## config.mk

```make
export PLATFORM = sky130hd
export DESIGN_NAME = servo_pose_interpolator
export DESIGN_NICKNAME = d
export VERILOG_FILES = /design/src/design/spi_pkg.sv /design/src/design/spi_ram.sv /design/src/design/spi_div.sv /design/src/design/spi_ctrl.sv /design/src/design/spi_dp.sv /design/src/design/servo_pose_interpolator.sv
export SDC_FILE = /design/constraint.sdc
export NUM_CORES = 2
export LEC_CHECK = 0
export BUFFER_PORTS_ARGS = -buffer_cell sky130_fd_sc_hd__buf_2
export CAP_MARGIN = 40
export CELL_PAD_IN_SITES_DETAIL_PLACEMENT = 1
export CELL_PAD_IN_SITES_GLOBAL_PLACEMENT = 1
export CORE_MARGIN = 2
export CORE_UTILIZATION = 53
export CTS_BUF_LIST = sky130_fd_sc_hd__clkbuf_4 sky130_fd_sc_hd__clkbuf_8 sky130_fd_sc_hd__clkbuf_16
export DETAILED_ROUTE_END_ITERATION = 16
export PLACE_DENSITY_LB_ADDON = 0.1
export SLEW_MARGIN = 20
export SYNTH_ARGS = -nofsm -noshare
export SYNTH_HDL_FRONTEND = slang
export SYNTH_HIERARCHICAL = 1
export SYNTH_SLANG_ARGS = --single-unit
```

## constraint.sdc

```tcl
create_clock -name i_clk -period 9.8 [get_ports i_clk]
set_input_delay 1.96 -clock i_clk [delete_from_list [all_inputs] [get_ports i_clk]]
set_output_delay 1.96 -clock i_clk [all_outputs]
set_load 0.01 [all_outputs]
```

## src/design/spi_pkg.sv

```systemverilog
package spi_pkg;

    typedef enum logic [2:0] {
        CMD_LD_TGT  = 3'd0,
        CMD_LD_MEAS = 3'd1,
        CMD_LD_LIM  = 3'd2,
        CMD_START   = 3'd3,
        CMD_TICK    = 3'd4
    } t_cmd;

    typedef enum logic [3:0] {
        S_IDLE,
        S_FRM,
        S_SRD,
        S_SGO,
        S_SWAIT,
        S_TRD,
        S_TGO,
        S_ERD,
        S_EOUT
    } t_state;

    typedef struct packed {
        logic [2:0]  cmd;
        logic [5:0]  servo_id;
        logic [15:0] position;
        logic [11:0] limit_low;
        logic [11:0] limit_high;
        logic [15:0] move_time;
    } t_in_word;

    typedef struct packed {
        logic [5:0]  out_servo_id;
        logic [11:0] out_position;
        logic        last;
        logic        moving;
    } t_out_word;

    typedef struct packed {
        logic load;
        logic frm_go;
        logic frames_ld;
        logic sdiv_go;
        logic step_wr;
        logic tick_begin;
        logic tick_wr;
        logic flag_set;
        logic flag_eval;
        logic idx_clr;
        logic idx_inc;
        logic out_ld;
    } t_ctl;

    typedef struct packed {
        logic div_busy;
        logic div_done;
        logic idx_last;
        logic out_free;
        logic moving;
    } t_sts;

    localparam logic [3:0]  DIV_STEPS  = 4'd15;
    localparam logic [11:0] NARROW_MAX = 12'd1023;
    localparam logic [11:0] WIDE_MAX   = 12'd4095;
    localparam logic [11:0] NARROW_MID = 12'd512;
    localparam logic [11:0] WIDE_MID   = 12'd2048;
    localparam logic [15:0] POS_INVALID = 16'hFFFF;
    localparam logic [9:0]  FRAME_LEN_RESET = 10'd33;
    localparam logic        REG_FRAME_LEN = 1'b0;

    // true when v is a multiple of three (base-4 digit sum)
    function automatic logic f_mod3_zero(input logic [5:0] v);
        logic [3:0] s;
        s = {2'b00, v[5:4]} + {2'b00, v[3:2]} + {2'b00, v[1:0]};
        return (s == 4'd0) || (s == 4'd3) || (s == 4'd6) || (s == 4'd9);
    endfunction

endpackage

```

## src/design/spi_ram.sv

```systemverilog
module spi_ram #(
    parameter int WIDTH = 12,
    parameter int DEPTH = 18
) (
    input  logic                     i_clk,
    input  logic                     i_we,
    input  logic [$clog2(DEPTH)-1:0] i_waddr,
    input  logic [WIDTH-1:0]         i_wdata,
    input  logic [$clog2(DEPTH)-1:0] i_raddr,
    output logic [WIDTH-1:0]         o_rdata
);
    logic [WIDTH-1:0] r_mem [DEPTH];
    logic [WIDTH-1:0] r_rdata;

    always_ff @(posedge i_clk) begin
        if (i_we) begin
            r_mem[i_waddr] <= i_wdata;
        end
        r_rdata <= r_mem[i_raddr];
    end

    assign o_rdata = r_rdata;
endmodule

```

## src/design/spi_div.sv

```systemverilog
module spi_div (
    input  logic        i_clk,
    input  logic        i_rst_n,
    input  logic        i_go,
    input  logic [15:0] i_dividend,
    input  logic [16:0] i_divisor,
    output logic [15:0] o_quot,
    output logic        o_busy,
    output logic        o_done
);
    // restoring divider, one quotient bit a cycle
    logic [16:0] r_rem;
    logic [15:0] r_quo;
    logic [16:0] r_div;
    logic [3:0]  r_cnt;
    logic        r_busy;
    logic        r_done;
    logic [17:0] sh;
    logic        take;
    logic [17:0] diff;

    always_comb begin
        sh   = {r_rem, r_quo[15]};
        diff = sh - {1'b0, r_div};
        take = (sh >= {1'b0, r_div});
    end

    always_ff @(posedge i_clk) begin
        if (!i_rst_n) begin
            r_busy <= 1'b0;
            r_done <= 1'b0;
            r_cnt  <= '0;
        end else begin
            r_done <= 1'b0;
            if (i_go) begin
                r_busy <= 1'b1;
                r_cnt  <= spi_pkg::DIV_STEPS;
            end else if (r_busy) begin
                r_cnt <= r_cnt - 4'd1;
                if (r_cnt == 4'd0) begin
                    r_busy <= 1'b0;
                    r_done <= 1'b1;
                end
            end
        end
    end

    always_ff @(posedge i_clk) begin
        if (i_go) begin
            r_rem <= '0;
            r_quo <= i_dividend;
            r_div <= i_divisor;
        end else if (r_busy) begin
            r_rem <= take ? diff[16:0] : sh[16:0];
            r_quo <= {r_quo[14:0], take};
        end
    end

    assign o_quot = r_quo;
    assign o_busy = r_busy;
    assign o_done = r_done;
endmodule

```

## src/design/spi_ctrl.sv

```systemverilog
module spi_ctrl (
    input  logic          i_clk,
    input  logic          i_rst_n,
    input  logic          i_in_valid,
    input  logic [2:0]    i_cmd,
    input  spi_pkg::t_sts i_sts,
    output logic          o_in_stall,
    output spi_pkg::t_ctl o_ctl
);
    spi_pkg::t_state r_state, n_state;

    always_ff @(posedge i_clk) begin
        if (!i_rst_n) begin
            r_state <= spi_pkg::S_IDLE;
        end else begin
            r_state <= n_state;
        end
    end

    always_comb begin
        n_state    = r_state;
        o_ctl      = '0;
        o_in_stall = 1'b1;
        case (r_state)
            spi_pkg::S_IDLE: begin
                o_in_stall = 1'b0;
                if (i_in_valid) begin
                    case (i_cmd)
                        spi_pkg::CMD_LD_TGT, spi_pkg::CMD_LD_MEAS,
                        spi_pkg::CMD_LD_LIM: begin
                            o_ctl.load = 1'b1;
                        end
                        spi_pkg::CMD_START: begin
                            o_ctl.frm_go = 1'b1;
                            n_state      = spi_pkg::S_FRM;
                        end
                        spi_pkg::CMD_TICK: begin
                            if (i_sts.moving) begin
                                o_ctl.tick_begin = 1'b1;
                                o_ctl.idx_clr    = 1'b1;
                                n_state          = spi_pkg::S_TRD;
                            end
                        end
                        default: ;
                    endcase
                end
            end
            spi_pkg::S_FRM: begin
                if (i_sts.div_done) begin
                    o_ctl.frames_ld = 1'b1;
                    o_ctl.idx_clr   = 1'b1;
                    n_state         = spi_pkg::S_SRD;
                end
            end
            spi_pkg::S_SRD: n_state = spi_pkg::S_SGO;
            spi_pkg::S_SGO: begin
                o_ctl.sdiv_go = 1'b1;
                n_state       = spi_pkg::S_SWAIT;
            end
            spi_pkg::S_SWAIT: begin
                if (i_sts.div_done) begin
                    o_ctl.step_wr = 1'b1;
                    if (i_sts.idx_last) begin
                        o_ctl.flag_set = 1'b1;
                        n_state        = spi_pkg::S_IDLE;
                    end else begin
                        o_ctl.idx_inc = 1'b1;
                        n_state       = spi_pkg::S_SRD;
                    end
                end
            end
            spi_pkg::S_TRD: n_state = spi_pkg::S_TGO;
            spi_pkg::S_TGO: begin
                o_ctl.tick_wr = 1'b1;
                if (i_sts.idx_last) begin
                    o_ctl.flag_eval = 1'b1;
                    o_ctl.idx_clr   = 1'b1;
                    n_state         = spi_pkg::S_ERD;
                end else begin
                    o_ctl.idx_inc = 1'b1;
                    n_state       = spi_pkg::S_TRD;
                end
            end
            spi_pkg::S_ERD: n_state = spi_pkg::S_EOUT;
            spi_pkg::S_EOUT: begin
                if (i_sts.out_free) begin
                    o_ctl.out_ld = 1'b1;
                    if (i_sts.idx_last) begin
                        n_state = spi_pkg::S_IDLE;
                    end else begin
                        o_ctl.idx_inc = 1'b1;
                        n_state       = spi_pkg::S_ERD;
                    end
                end
            end
            default: n_state = spi_pkg::S_IDLE;
        endcase
    end

    a_out_free: assert property (@(posedge i_clk) disable iff (!i_rst_n)
        o_ctl.out_ld |-> i_sts.out_free) else $error("word loaded over a held word");
    a_div_idle: assert property (@(posedge i_clk) disable iff (!i_rst_n)
        (o_ctl.frm_go || o_ctl.sdiv_go) |-> !i_sts.div_busy)
        else $error("divider started while busy");
    a_emit_follows: assert property (@(posedge i_clk) disable iff (!i_rst_n)
        (r_state == spi_pkg::S_TGO && i_sts.idx_last) |=> r_state == spi_pkg::S_ERD)
        else $error("update pass not followed by emit pass");
    a_done_wait: assert property (@(posedge i_clk) disable iff (!i_rst_n)
        o_ctl.step_wr |-> i_sts.div_done) else $error("step written before quotient");
endmodule

```

## src/design/spi_dp.sv

```systemverilog
module spi_dp #(
    parameter int POSE_SIZE = 18
) (
    input  logic              i_clk,
    input  logic              i_rst_n,
    input  spi_pkg::t_ctl     i_ctl,
    output spi_pkg::t_sts     o_sts,
    input  spi_pkg::t_in_word i_in,
    input  logic [9:0]        i_frame_len,
    output spi_pkg::t_out_word o_out,
    output logic              o_out_valid,
    input  logic              i_out_stall
);
    localparam int IW = $clog2(POSE_SIZE);
    localparam logic [IW-1:0] LAST_IDX = IW'(POSE_SIZE - 1);

    logic [IW-1:0]        r_idx;
    logic [1:0]           r_m3;
    logic [POSE_SIZE-1:0] r_v_cur, r_v_tgt, r_v_step, r_v_lim;
    logic [16:0]          r_frames;
    logic                 r_dneg, r_dzero;
    logic                 r_all_arr;
    logic                 r_moving;
    spi_pkg::t_out_word   r_out;
    logic                 r_out_valid;

    // load decode
    logic [5:0]    id_m1;
    logic          id_ok;
    logic [IW-1:0] ld_addr;
    logic          ld_narrow;
    logic [11:0]   ld_max;
    logic [11:0]   tgt_ld, cur_ld;
    logic          we_tgt, we_meas, we_lim;

    // ram ports
    logic          we_cur;
    logic [IW-1:0] wa_cur, wa_tgt, wa_lim;
    logic [11:0]   wd_cur;
    logic [11:0]   rd_cur, rd_tgt;
    logic [13:0]   rd_step, wd_step;
    logic [23:0]   rd_lim;

    // read side with reset values
    logic          narrow;
    logic [11:0]   mid, tmax;
    logic [11:0]   cur_v, tgt_v, lo_v, hi_v;
    logic signed [13:0] step_v;
    logic signed [12:0] d;
    logic [11:0]   ad;
    logic [13:0]   as_mag;
    logic          toward, gt, arrived;
    logic signed [13:0] half;
    logic signed [15:0] nxt;
    logic [11:0]   new_cur;
    logic [11:0]   emit_pos;

    // divider
    logic          div_go, div_busy, div_done;
    logic [15:0]   div_q, div_n;
    logic [16:0]   div_d;
    logic [9:0]    fl_eff;
    logic [12:0]   smag;

    always_comb begin
        id_m1     = i_in.servo_id - 6'd1;
        id_ok     = (i_in.servo_id != 6'd0) && (i_in.servo_id <= 6'(POSE_SIZE));
        ld_addr   = id_m1[IW-1:0];
        ld_narrow = spi_pkg::f_mod3_zero(id_m1);
        ld_max    = ld_narrow ? spi_pkg::NARROW_MAX : spi_pkg::WIDE_MAX;
        tgt_ld    = (i_in.position > {4'd0, ld_max}) ? ld_max : i_in.position[11:0];
        cur_ld    = (i_in.position > {4'd0, spi_pkg::WIDE_MAX}) ? spi_pkg::WIDE_MAX
                                                                : i_in.position[11:0];
        we_tgt  = i_ctl.load && id_ok && (i_in.cmd == spi_pkg::CMD_LD_TGT);
        we_meas = i_ctl.load && id_ok && (i_in.cmd == spi_pkg::CMD_LD_MEAS)
                  && (i_in.position != spi_pkg::POS_INVALID);
        we_lim  = i_ctl.load && id_ok && (i_in.cmd == spi_pkg::CMD_LD_LIM);
        we_cur  = we_meas || i_ctl.tick_wr;
        wa_cur  = i_ctl.tick_wr ? r_idx : ld_addr;
        wd_cur  = i_ctl.tick_wr ? new_cur : cur_ld;
        wa_tgt  = ld_addr;
        wa_lim  = ld_addr;
    end

    spi_ram #(.WIDTH(12), .DEPTH(POSE_SIZE)) u_cur (
        .i_clk(i_clk), .i_we(we_cur), .i_waddr(wa_cur), .i_wdata(wd_cur),
        .i_raddr(r_idx), .o_rdata(rd_cur)
    );
    spi_ram #(.WIDTH(12), .DEPTH(POSE_SIZE)) u_tgt (
        .i_clk(i_clk), .i_we(we_tgt), .i_waddr(wa_tgt), .i_wdata(tgt_ld),
        .i_raddr(r_idx), .o_rdata(rd_tgt)
    );
    spi_ram #(.WIDTH(14), .DEPTH(POSE_SIZE)) u_step (
        .i_clk(i_clk), .i_we(i_ctl.step_wr), .i_waddr(r_idx), .i_wdata(wd_step),
        .i_raddr(r_idx), .o_rdata(rd_step)
    );
    spi_ram #(.WIDTH(24), .DEPTH(POSE_SIZE)) u_lim (
        .i_clk(i_clk), .i_we(we_lim), .i_waddr(wa_lim),
        .i_wdata({i_in.limit_high, i_in.limit_low}),
        .i_raddr(r_idx), .o_rdata(rd_lim)
    );

    always_comb begin
        narrow = (r_m3 == 2'd0);
        mid    = narrow ? spi_pkg::NARROW_MID : spi_pkg::WIDE_MID;
        tmax   = narrow ? spi_pkg::NARROW_MAX : spi_pkg::WIDE_MAX;
        cur_v  = r_v_cur[r_idx] ? rd_cur : mid;
        tgt_v  = r_v_tgt[r_idx] ? rd_tgt : mid;
        step_v = r_v_step[r_idx] ? $signed(rd_step) : 14'sd0;
        lo_v   = r_v_lim[r_idx] ? rd_lim[11:0] : 12'd0;
        hi_v   = r_v_lim[r_idx] ? rd_lim[23:12] : spi_pkg::WIDE_MAX;

        d      = $signed({1'b0, tgt_v}) - $signed({1'b0, cur_v});
        ad     = d[12] ? 12'(-d) : d[11:0];
        as_mag = step_v[13] ? 14'(-step_v) : 14'(step_v);
        gt     = {2'b00, ad} > as_mag;
        toward = (!d[12] && (d != 13'sd0) && !step_v[13] && (step_v != 14'sd0))
                 || (d[12] && step_v[13]);
        half   = (step_v + (step_v[13] ? 14'sd1 : 14'sd0)) >>> 1;
        arrived = (d == 13'sd0) || !gt;

        if (d == 13'sd0) begin
            nxt = $signed({4'd0, cur_v});
        end else if (gt) begin
            if (toward) begin
                nxt = $signed({4'd0, cur_v}) + 16'(step_v);
            end else begin
                nxt = $signed({4'd0, cur_v}) - 16'(half);
            end
        end else begin
            nxt = $signed({4'd0, tgt_v});
        end
        if (nxt[15]) begin
            new_cur = 12'd0;
        end else if (nxt > $signed({4'd0, tmax})) begin
            new_cur = tmax;
        end else begin
            new_cur = nxt[11:0];
        end

        if (cur_v < lo_v) begin
            emit_pos = lo_v;
        end else if (cur_v > hi_v) begin
            emit_pos = hi_v;
        end else begin
            emit_pos = cur_v;
        end

        fl_eff = (i_frame_len == 10'd0) ? 10'd1 : i_frame_len;
        div_go = i_ctl.frm_go || i_ctl.sdiv_go;
        div_n  = i_ctl.sdiv_go ? {4'd0, ad} : i_in.move_time;
        div_d  = i_ctl.sdiv_go ? r_frames : {7'd0, fl_eff};
        smag   = {1'b0, div_q[11:0]} + 13'd1;
        wd_step = r_dzero ? 14'd0 : (r_dneg ? 14'(-{1'b0, smag}) : {1'b0, smag});
    end

    spi_div u_div (
        .i_clk(i_clk), .i_rst_n(i_rst_n), .i_go(div_go), .i_dividend(div_n),
        .i_divisor(div_d), .o_quot(div_q), .o_busy(div_busy), .o_done(div_done)
    );

    always_ff @(posedge i_clk) begin
        if (!i_rst_n) begin
            r_idx       <= '0;
            r_m3        <= '0;
            r_v_cur     <= '0;
            r_v_tgt     <= '0;
            r_v_step    <= '0;
            r_v_lim     <= '0;
            r_all_arr   <= 1'b0;
            r_moving    <= 1'b0;
            r_out_valid <= 1'b0;
        end else begin
            if (i_ctl.idx_clr) begin
                r_idx <= '0;
                r_m3  <= '0;
            end else if (i_ctl.idx_inc) begin
                r_idx <= r_idx + 1'b1;
                r_m3  <= (r_m3 == 2'd2) ? 2'd0 : r_m3 + 2'd1;
            end
            if (we_cur)        r_v_cur[wa_cur]  <= 1'b1;
            if (we_tgt)        r_v_tgt[wa_tgt]  <= 1'b1;
            if (we_lim)        r_v_lim[wa_lim]  <= 1'b1;
            if (i_ctl.step_wr) r_v_step[r_idx]  <= 1'b1;
            if (i_ctl.tick_begin) begin
                r_all_arr <= 1'b1;
            end else if (i_ctl.tick_wr && !arrived) begin
                r_all_arr <= 1'b0;
            end
            if (i_ctl.flag_set) begin
                r_moving <= 1'b1;
            end else if (i_ctl.flag_eval) begin
                r_moving <= !(r_all_arr && arrived);
            end
            if (i_ctl.out_ld) begin
                r_out_valid <= 1'b1;
            end else if (!i_out_stall) begin
                r_out_valid <= 1'b0;
            end
        end
    end

    always_ff @(posedge i_clk) begin
        if (i_ctl.frames_ld) begin
            r_frames <= {1'b0, div_q} + 17'd1;
        end
        if (i_ctl.sdiv_go) begin
            r_dneg  <= d[12];
            r_dzero <= (d == 13'sd0);
        end
        if (i_ctl.out_ld) begin
            r_out.out_servo_id <= 6'(r_idx) + 6'd1;
            r_out.out_position <= emit_pos;
            r_out.last         <= (r_idx == LAST_IDX);
            r_out.moving       <= r_moving;
        end
    end

    assign o_out       = r_out;
    assign o_out_valid = r_out_valid;
    assign o_sts.div_busy = div_busy;
    assign o_sts.div_done = div_done;
    assign o_sts.idx_last = (r_idx == LAST_IDX);
    assign o_sts.out_free = !r_out_valid || !i_out_stall;
    assign o_sts.moving   = r_moving;
endmodule

```

## src/design/servo_pose_interpolator.sv

```systemverilog
// keyframe pose interpolator for a bank of POSE_SIZE servos
// input channel (i_in_valid / o_in_stall) takes one command word: load target,
// load measured position, load limits, start move or frame tick
// output channel (o_out_valid / i_out_stall) gives one word per servo on a
// frame tick while a move is in progress, last set on the final servo
// loads do not stall; the block takes a new word in the next cycle
// on start a 16-step serial divider forms the frame count, then one division per servo
// a tick updates every servo through the single read port of each store,
// then emits the words in a second pass;
// a stalled receiver holds the output register and the emit pass waits on it
// only one word is in work at a time; o_in_stall is high until it is done
// reset: all servos mid-range (512 narrow, 2048 wide), limits 0..4095, zero
// step, not moving, frame length 33 ms; stores need no clearing pass
// frame length is written over the apb port at byte address 0
module servo_pose_interpolator #(
    parameter int POSE_SIZE = 18
) (
    input  logic               i_clk,
    input  logic               i_rst_n,
    // command words
    input  logic               i_in_valid,
    output logic               o_in_stall,
    input  spi_pkg::t_in_word  i_in_word,
    // servo position words
    output logic               o_out_valid,
    input  logic               i_out_stall,
    output spi_pkg::t_out_word o_out_word,
    // configuration
    input  logic               psel,
    input  logic               penable,
    input  logic               pwrite,
    input  logic [2:0]         paddr,
    input  logic [31:0]        pwdata,
    output logic [31:0]        prdata,
    output logic               pready
);
    logic [9:0]    r_frame_len;
    spi_pkg::t_ctl ctl;
    spi_pkg::t_sts sts;

    // frame length register, decoded on the word address bit only
    always_ff @(posedge i_clk) begin
        if (!i_rst_n) begin
            r_frame_len <= spi_pkg::FRAME_LEN_RESET;
        end else if (psel && penable && pwrite && (paddr[2] == spi_pkg::REG_FRAME_LEN)) begin
            r_frame_len <= pwdata[9:0];
        end
    end

    assign pready = 1'b1;
    assign prdata = (paddr[2] == spi_pkg::REG_FRAME_LEN) ? {22'd0, r_frame_len} : 32'd0;

    // sequencer: walks servos for start, update and emit passes
    spi_ctrl u_ctrl (
        .i_clk(i_clk), .i_rst_n(i_rst_n), .i_in_valid(i_in_valid),
        .i_cmd(i_in_word.cmd), .i_sts(sts), .o_in_stall(o_in_stall), .o_ctl(ctl)
    );

    // pose stores, divider, step arithmetic and output register
    spi_dp #(.POSE_SIZE(POSE_SIZE)) u_dp (
        .i_clk(i_clk), .i_rst_n(i_rst_n), .i_ctl(ctl), .o_sts(sts),
        .i_in(i_in_word), .i_frame_len(r_frame_len), .o_out(o_out_word),
        .o_out_valid(o_out_valid), .i_out_stall(i_out_stall)
    );
endmodule

```

Yosys cells after proc, flatten, opt, wreduce, memory -nomap -nowiden
Memory sizes are Yosys's and may differ from the RTL's. A register that Yosys moved wholly into a read port is not among the register bits. Index checks and enable logic that the tools add are counted.

Flip-flop bits (word level): 191. RAM bits: 1116. Input bits: 107. Output and inout port bits: 55. Word-level logic and storage cells: 243. Memories kept: 4.

Memory list: u_dp.u_lim.r_mem (depth 18, width 24, read ports 1, clocked after memory_dff 1, write ports 1, line spi_ram.sv:12) `logic [WIDTH-1:0] r_mem [DEPTH];`; u_dp.u_step.r_mem (depth 18, width 14, read ports 1, clocked after memory_dff 1, write ports 1, line spi_ram.sv:12); u_dp.u_cur.r_mem (depth 18, width 12, read ports 1, clocked after memory_dff 1, write ports 1, line spi_ram.sv:12); u_dp.u_tgt.r_mem (depth 18, width 12, read ports 1, clocked after memory_dff 1, write ports 1, line spi_ram.sv:12).

Add/subtract/negate cells: 17. $lt $le $gt $ge: 14. Equality and inequality tests: 25. Multiplexer cells: 101. Bitwise logic cells: 7. Reduce and logical (&&, ||, !) cells: 50.

Operators by type and width (number): 12-bit 2-to-1 mux (15); 16-bit 2-to-1 mux (6); 18-bit OR (4); 14-bit 2-to-1 mux (4); 1-bit 2-to-1 mux (45); 4-bit case mux with 9 select lines (1); 10-bit 2-to-1 mux (3); 4-bit 2-to-1 mux (7); 1-bit binary-select mux with 5-bit select (4); 4-bit by 3-bit equality test with 1-bit output (second input constant) (5); 18-bit by 17-bit greater-or-equal comparator with 1-bit output (1); 1-bit logical AND (18); 5-bit by 6-bit less-than comparator with 1-bit output (second input constant) (3); 16-bit by 1-bit adder with 17-bit output (second input constant) (1); 17-bit 2-to-1 mux (1); 17-bit subtractor (1); 16-bit by 12-bit greater-than comparator with 1-bit output (1); 16-bit by 12-bit greater-than comparator with 1-bit output (second input constant) (1); 16-bit by 13-bit greater-than comparator with 1-bit output (1); 16-bit inequality test (second input constant) (1); 13-bit by 14-bit adder with 15-bit output (1); 1-bit demux with 5-bit select (3); 5-bit by 1-bit greater-or-equal comparator with 1-bit output (second input constant) (3); 14-bit by 2-bit adder with 14-bit output (1); other kinds (49) (83).

Depth between registers and ports, before layout
Depth after elaboration: 16. Mapped depth: 37. Mapped depth without buffers: 33.

Modules after synthesis
Netlist, hierarchy kept.

By module, submodules not included: spi_ram (u_dp.u_cur ...) (instances 2, cells each 413, area each 8684.6 um^2, sequential area each 6726.5 um^2); spi_ram (u_dp.u_lim) (instances 1, cells each 803, area each 17127.7 um^2, sequential area each 13452.9 um^2); spi_dp (instances 1, cells each 1386, area each 11504.8 um^2, sequential area each 2812.7 um^2); spi_ram (u_dp.u_step) (instances 1, cells each 478, area each 10043.4 um^2, sequential area each 7847.5 um^2); spi_div (instances 1, cells each 308, area each 3168.0 um^2, sequential area each 1451.4 um^2); servo_pose_interpolator (instances 1, cells each 80, area each 660.6 um^2, sequential area each 200.2 um^2); spi_ctrl (instances 1, cells each 55, area each 450.4 um^2, sequential area each 80.1 um^2).

Worst setup path after synthesis
No wires, ideal clock.

Kind: flip-flop to flip-flop. Start point: register u_dp.r_idx[0]. End point: memory u_dp.u_cur.r_mem[0][10], data pin. Library setup time: 0.364 ns. Arrival time: 8.246 ns. Slack: 1.189 ns. Cell stages (with the launch flop): 35. Period minus slack after synthesis: 8.611 ns. Path through: dfxtp_1 > buf_4 > buf_6 > mux4_2 > mux2_2 > a21oi_1 > o21ai_0 > clkbuf_1 > nand2_1 > ha_1 > inv_1 > fa_1 > a211oi_4 > nor2_1 > xnor2_1 > or3b_2 > or4_2 > o21ai_0 > xor2_1 > ha_1 > o21ai_0 > o21ai_0 > a21oi_1 > a22o_2 > a21oi_4 > buf_4 > nand3_1 > o21ai_0 > o22ai_1 > ha_1 > nand2_1 > and4b_1 > nand4_4 > a31o_1 > a221oi_1.

Cells in the longest elaborated chain, start to end: 16. Elaborated cells between the ends (all ways): 36. Those cells by class: add/sub: 6; order compare: 2; mux: 18; reduce/logical: 10.

RTL lines: start: declaration (line spi_dp.sv:17) `logic [IW-1:0] r_idx;`; start signal: assignment (line spi_dp.sv:178) `r_idx <= r_idx + 1'b1;`; branches (longest 11 deep; another with 12-bit by 14-bit greater-than comparator with 1-bit output); 16-bit 2-to-1 mux * (line spi_dp.sv:122) `if (d == 13'sd0) begin`; 16-bit by 13-bit greater-than comparator with 1-bit output (line spi_dp.sv:135) `end else if (nxt > $signed({4'd0, tmax})) begin`; 12-bit 2-to-1 mux (line spi_dp.sv:135); 12-bit 2-to-1 mux * (line spi_dp.sv:133) `if (nxt[15]) begin`; 12-bit 2-to-1 mux * (line spi_dp.sv:80) `wd_cur = i_ctl.tick_wr ? new_cur : cur_ld;`; via u_dp.wd_cur[10] (line spi_dp.sv:39) `logic [11:0] wd_cur;`; end: declaration (line spi_ram.sv:12).

Mark *: on every way through the listed nets, which the timed path passes. The select of a mux whose other input is x is not followed.

Final worst setup path
Start point: register u_dp.r_idx[0]. End point: memory u_dp.u_cur.r_mem[22][10] (netlist: u_dp/u_cur/r_mem[11][10]), data pin.

The elaborated chain is that of the path after synthesis.

==> flow_metrics.py <==
metrics = {
    "run_status": {
        "status": "completed",
    },
    "worst_setup_path": {
        "arrival_ns": 9.56,
        "r2r_slack_ns": 0.84,
        "end_kind": "flip-flop",
        "cp-startpoint": "u_dp/r_idx[0]",
        "regToRegEndpoint": "u_dp/u_cur/r_mem[11][10]",
        "slowest_stage": "dfxtp_4",
        "path_common_cell": "o21ai_0",
        "startpoint_type": "flip-flop",
        "r2r_cells": 33,
        "required_ns": 10.40,
        "cp_slowest_stage_delay_ns": 0.68,
        "timing.rr.start": "u_dp/r_idx[0]",
        "path_class": "reg2reg",
        "path_max_fanout": 28,
    },
    "timing": {
        "period_needed_ns": 8.96,
        "setup_ws_ns": 0.843,
        "setup_violations": 0,
        "rsz0062_at_grt": "false",
        "fmax_mhz": 112,
        "fin_skew_ns": 0.0345,
        "min_period_over_period_pct": 91.4,
        "hold_viol": 0,
        "maxSlewViolCount": 0,
        "timing.slew.headroom_pct": 40.5,
        "fin_tns_setup_ns": 0,
        "worst_pin_slew_ns": 0.892,
    },
    "cts": {
        "clk_pin_slew_ns": 0.06,
        "cts_inserted_buffers": 144,
        "clk_latency_ns": 0.78,
        "clkSinkCount": 1369,
        "root_buffer": "clkbuf_16",
        "cts_tree": "done",
        "cts_hold_buf": 0,
        "ctsHtreeMaxLevel": 4,
        "cts.path.max_buffers": 3,
        "cts_resized": 0,
        "postCtsSetupRepairBufs": 0,
    },
    "placed_design": {
        "pre_cts_ws_ns": 0.741,
        "io_buffers": 114,
        "hpwl_um": 109000,
        "gp_congestion": 0.872,
    },
    "job": {
        "maxCapViolCount": 0,
    },
    "die": {
        "dieArea_mm2": 0.117,
        "die_w_um": 341,
        "initial_core_util_pct": 53.5,
        "num_io_pins": 162,
        "die_h_um": 341,
        "fp.coreArea_mm2": 0.113,
        "core.rowCount": 123,
    },
    "drt": {
        "vias": 35878,
        "ant_nets": 0,
        "routed_via_density": 6.21,
        "wl_per_cell_um": 28.4,
        "drcViolationCount": 0,
        "finalWirelength_um": 164000,
        "initialDrtViolationCount": 3020,
        "first_pass_iters": 5,
    },
    "cells_and_area": {
        "drive_gt1_share_pct": 22.9,
        "fillCellCount": 10246,
        "seqCellArea_mm2": 0.0393,
        "num-nets-final": 4371,
        "multiInputGateArea_mm2": 0.0198,
        "final_core_util_pct": 60.5,
        "syn_to_final_growth_pct": 13.1,
    },
    "pwr": {
        "leakagePower_nw": 22.3,
        "ir_drop_v": 0.000161,
        "finalPower_mw": 12.7,
        "power_density_mw_per_mm2": 186,
    },
    "logic_synthesis": {
        "synth_area_mm2": 0.0603,
        "syn_area_per_cell_um2": 15.3,
        "yosys_warnings": 6,
        "synthCells": 3935,
    },
    "global_routing": {
        "grt_pass1_vias": 37400,
        "overflow": 0,
        "grt_start_max_net_pins": 117,
        "grt_usage_pct": 28.4,
        "antenna_found_initial": 9,
        "grt_pass1_wl_um": 245000,
    },
    "hold_path": {
        "min-delay-path-class": "reg2reg",
        "holdPathStages": 1,
        "hp-start": "u_dp/r_v_cur[14]",
        "holdPathEnd": "u_dp/r_v_cur[14]",
    },
}
==> cells in the final DEF (no fill, tap or decap), types with 16 or more instances in the layout <==
master,n
nor2_2,36
clkbuf_16,147
nand3_1,62
nand2_1,242
buf_2,114
xor2_1,36
o21ai_0,75
dfxtp_1,176
mux4_2,184
nor2_1,161
and2_1,41
or3_1,20
o21ai_1,52
nand4_1,21
o211ai_1,70
inv_1,77
a21oi_1,109
a211oi_1,16
ha_1,108
mux4_1,16
clkinv_2,18
mux2i_1,230
clkbuf_4,40
conb_1,23
edfxtp_1,1188
o21a_1,48
buf_8,17
a221oi_1,61
clkinv_1,30
nor3_2,19
mux2_2,113
buf_6,20
xnor2_1,67
buf_4,107
a31oi_1,27
nor2b_1,92
nand2b_1,29
and3_1,17
nor3_1,32
==> registers in the layout, indices dropped and copies added (netlist names), 18 cells and up <==
signal / flops
u_dp/o_out: 20
u_dp/u_step/r_mem: 252
u_dp/u_lim/o_rdata: 24
u_dp/u_lim/r_mem: 432
u_dp/r_v_cur: 18
u_dp/r_v_step: 18
u_dp/u_tgt/r_mem: 216
u_dp/u_cur/r_mem: 216
u_dp/r_v_tgt: 18
u_dp/r_v_lim: 18
==> critical path, delay by kind of cell (launching register included) <==
kind	cells	cell delay, ns
buffers and inverters	4	0.92
multiplexers	1	0.21
XOR/XNOR	2	0.40
flip-flops	1	0.68
adder cells (fa/ha/maj)	4	1.36
AO/OA/AOI/OAI	14	3.00
AND/OR/NAND/NOR	8	2.18
==> stage by stage <==
step | cell area, um^2 | instances | hold slack, ns
2_1_floorplan | 60400 | 3956 | 0.432
3_3_place_gp | 62600 | 5442 | 0.441
3_5_place_dp | 63400 | 5497 | 0.453
4_1_cts | 68100 | 5764 | 0.466
5_1_grt | 68200 | 5774 | 0.487
6_report | 68200 | 5776 | 0.462
==> worst max-delay path by stage <==
stage	to	slack (ns)	cells after the start
finish	u_dp/u_cur/r_mem[11][10]	0.84	33
global route	u_dp/u_cur/r_mem[15][10]	0.34	33
CTS	u_dp/u_cur/r_mem[6][3]	0.75	32
detailed placement	u_dp/u_cur/r_mem[0][3]	0.74	32
global placement	u_dp/u_cur/r_mem[12][8]	0.58	30
floorplan	u_dp/u_cur/r_mem[0][10]	1.19	34
==> report_power, final <==
group / switching, mW / total [mW] / internal, mW
sequential: 0.0552 / 6.44 / 6.39
clock: 2.32 / 5.40 / 3.08
combinational: 0.535 / 0.829 / 0.294
==> final cells by class <==
class	instances	share of cell area, %
diodes	3	0.0110
inverters	82	0.457
multi-input cells	2283	29.1
repair buffers	272	3.16
clock buffers	200	6.10
flip-flops and latches	1369	57.6
clock inverters	67	0.822
well taps	1500	2.75
==> per-layer routing <==
| metal | vias up | part of all wire (%) | GRT usage, % |
|---|---|---|---|
| li1 | 15747 | - | - |
| met1 | 18739 | 42 | 38.2 |
| met2 | 1111 | 50 | 48.6 |
| met3 | 273 | 4.8 | 3.65 |
| met4 | 8 | 2.5 | 8.22 |
| met5 | - | 0.035 | 0 |
(Power assumes the default switching activity.)
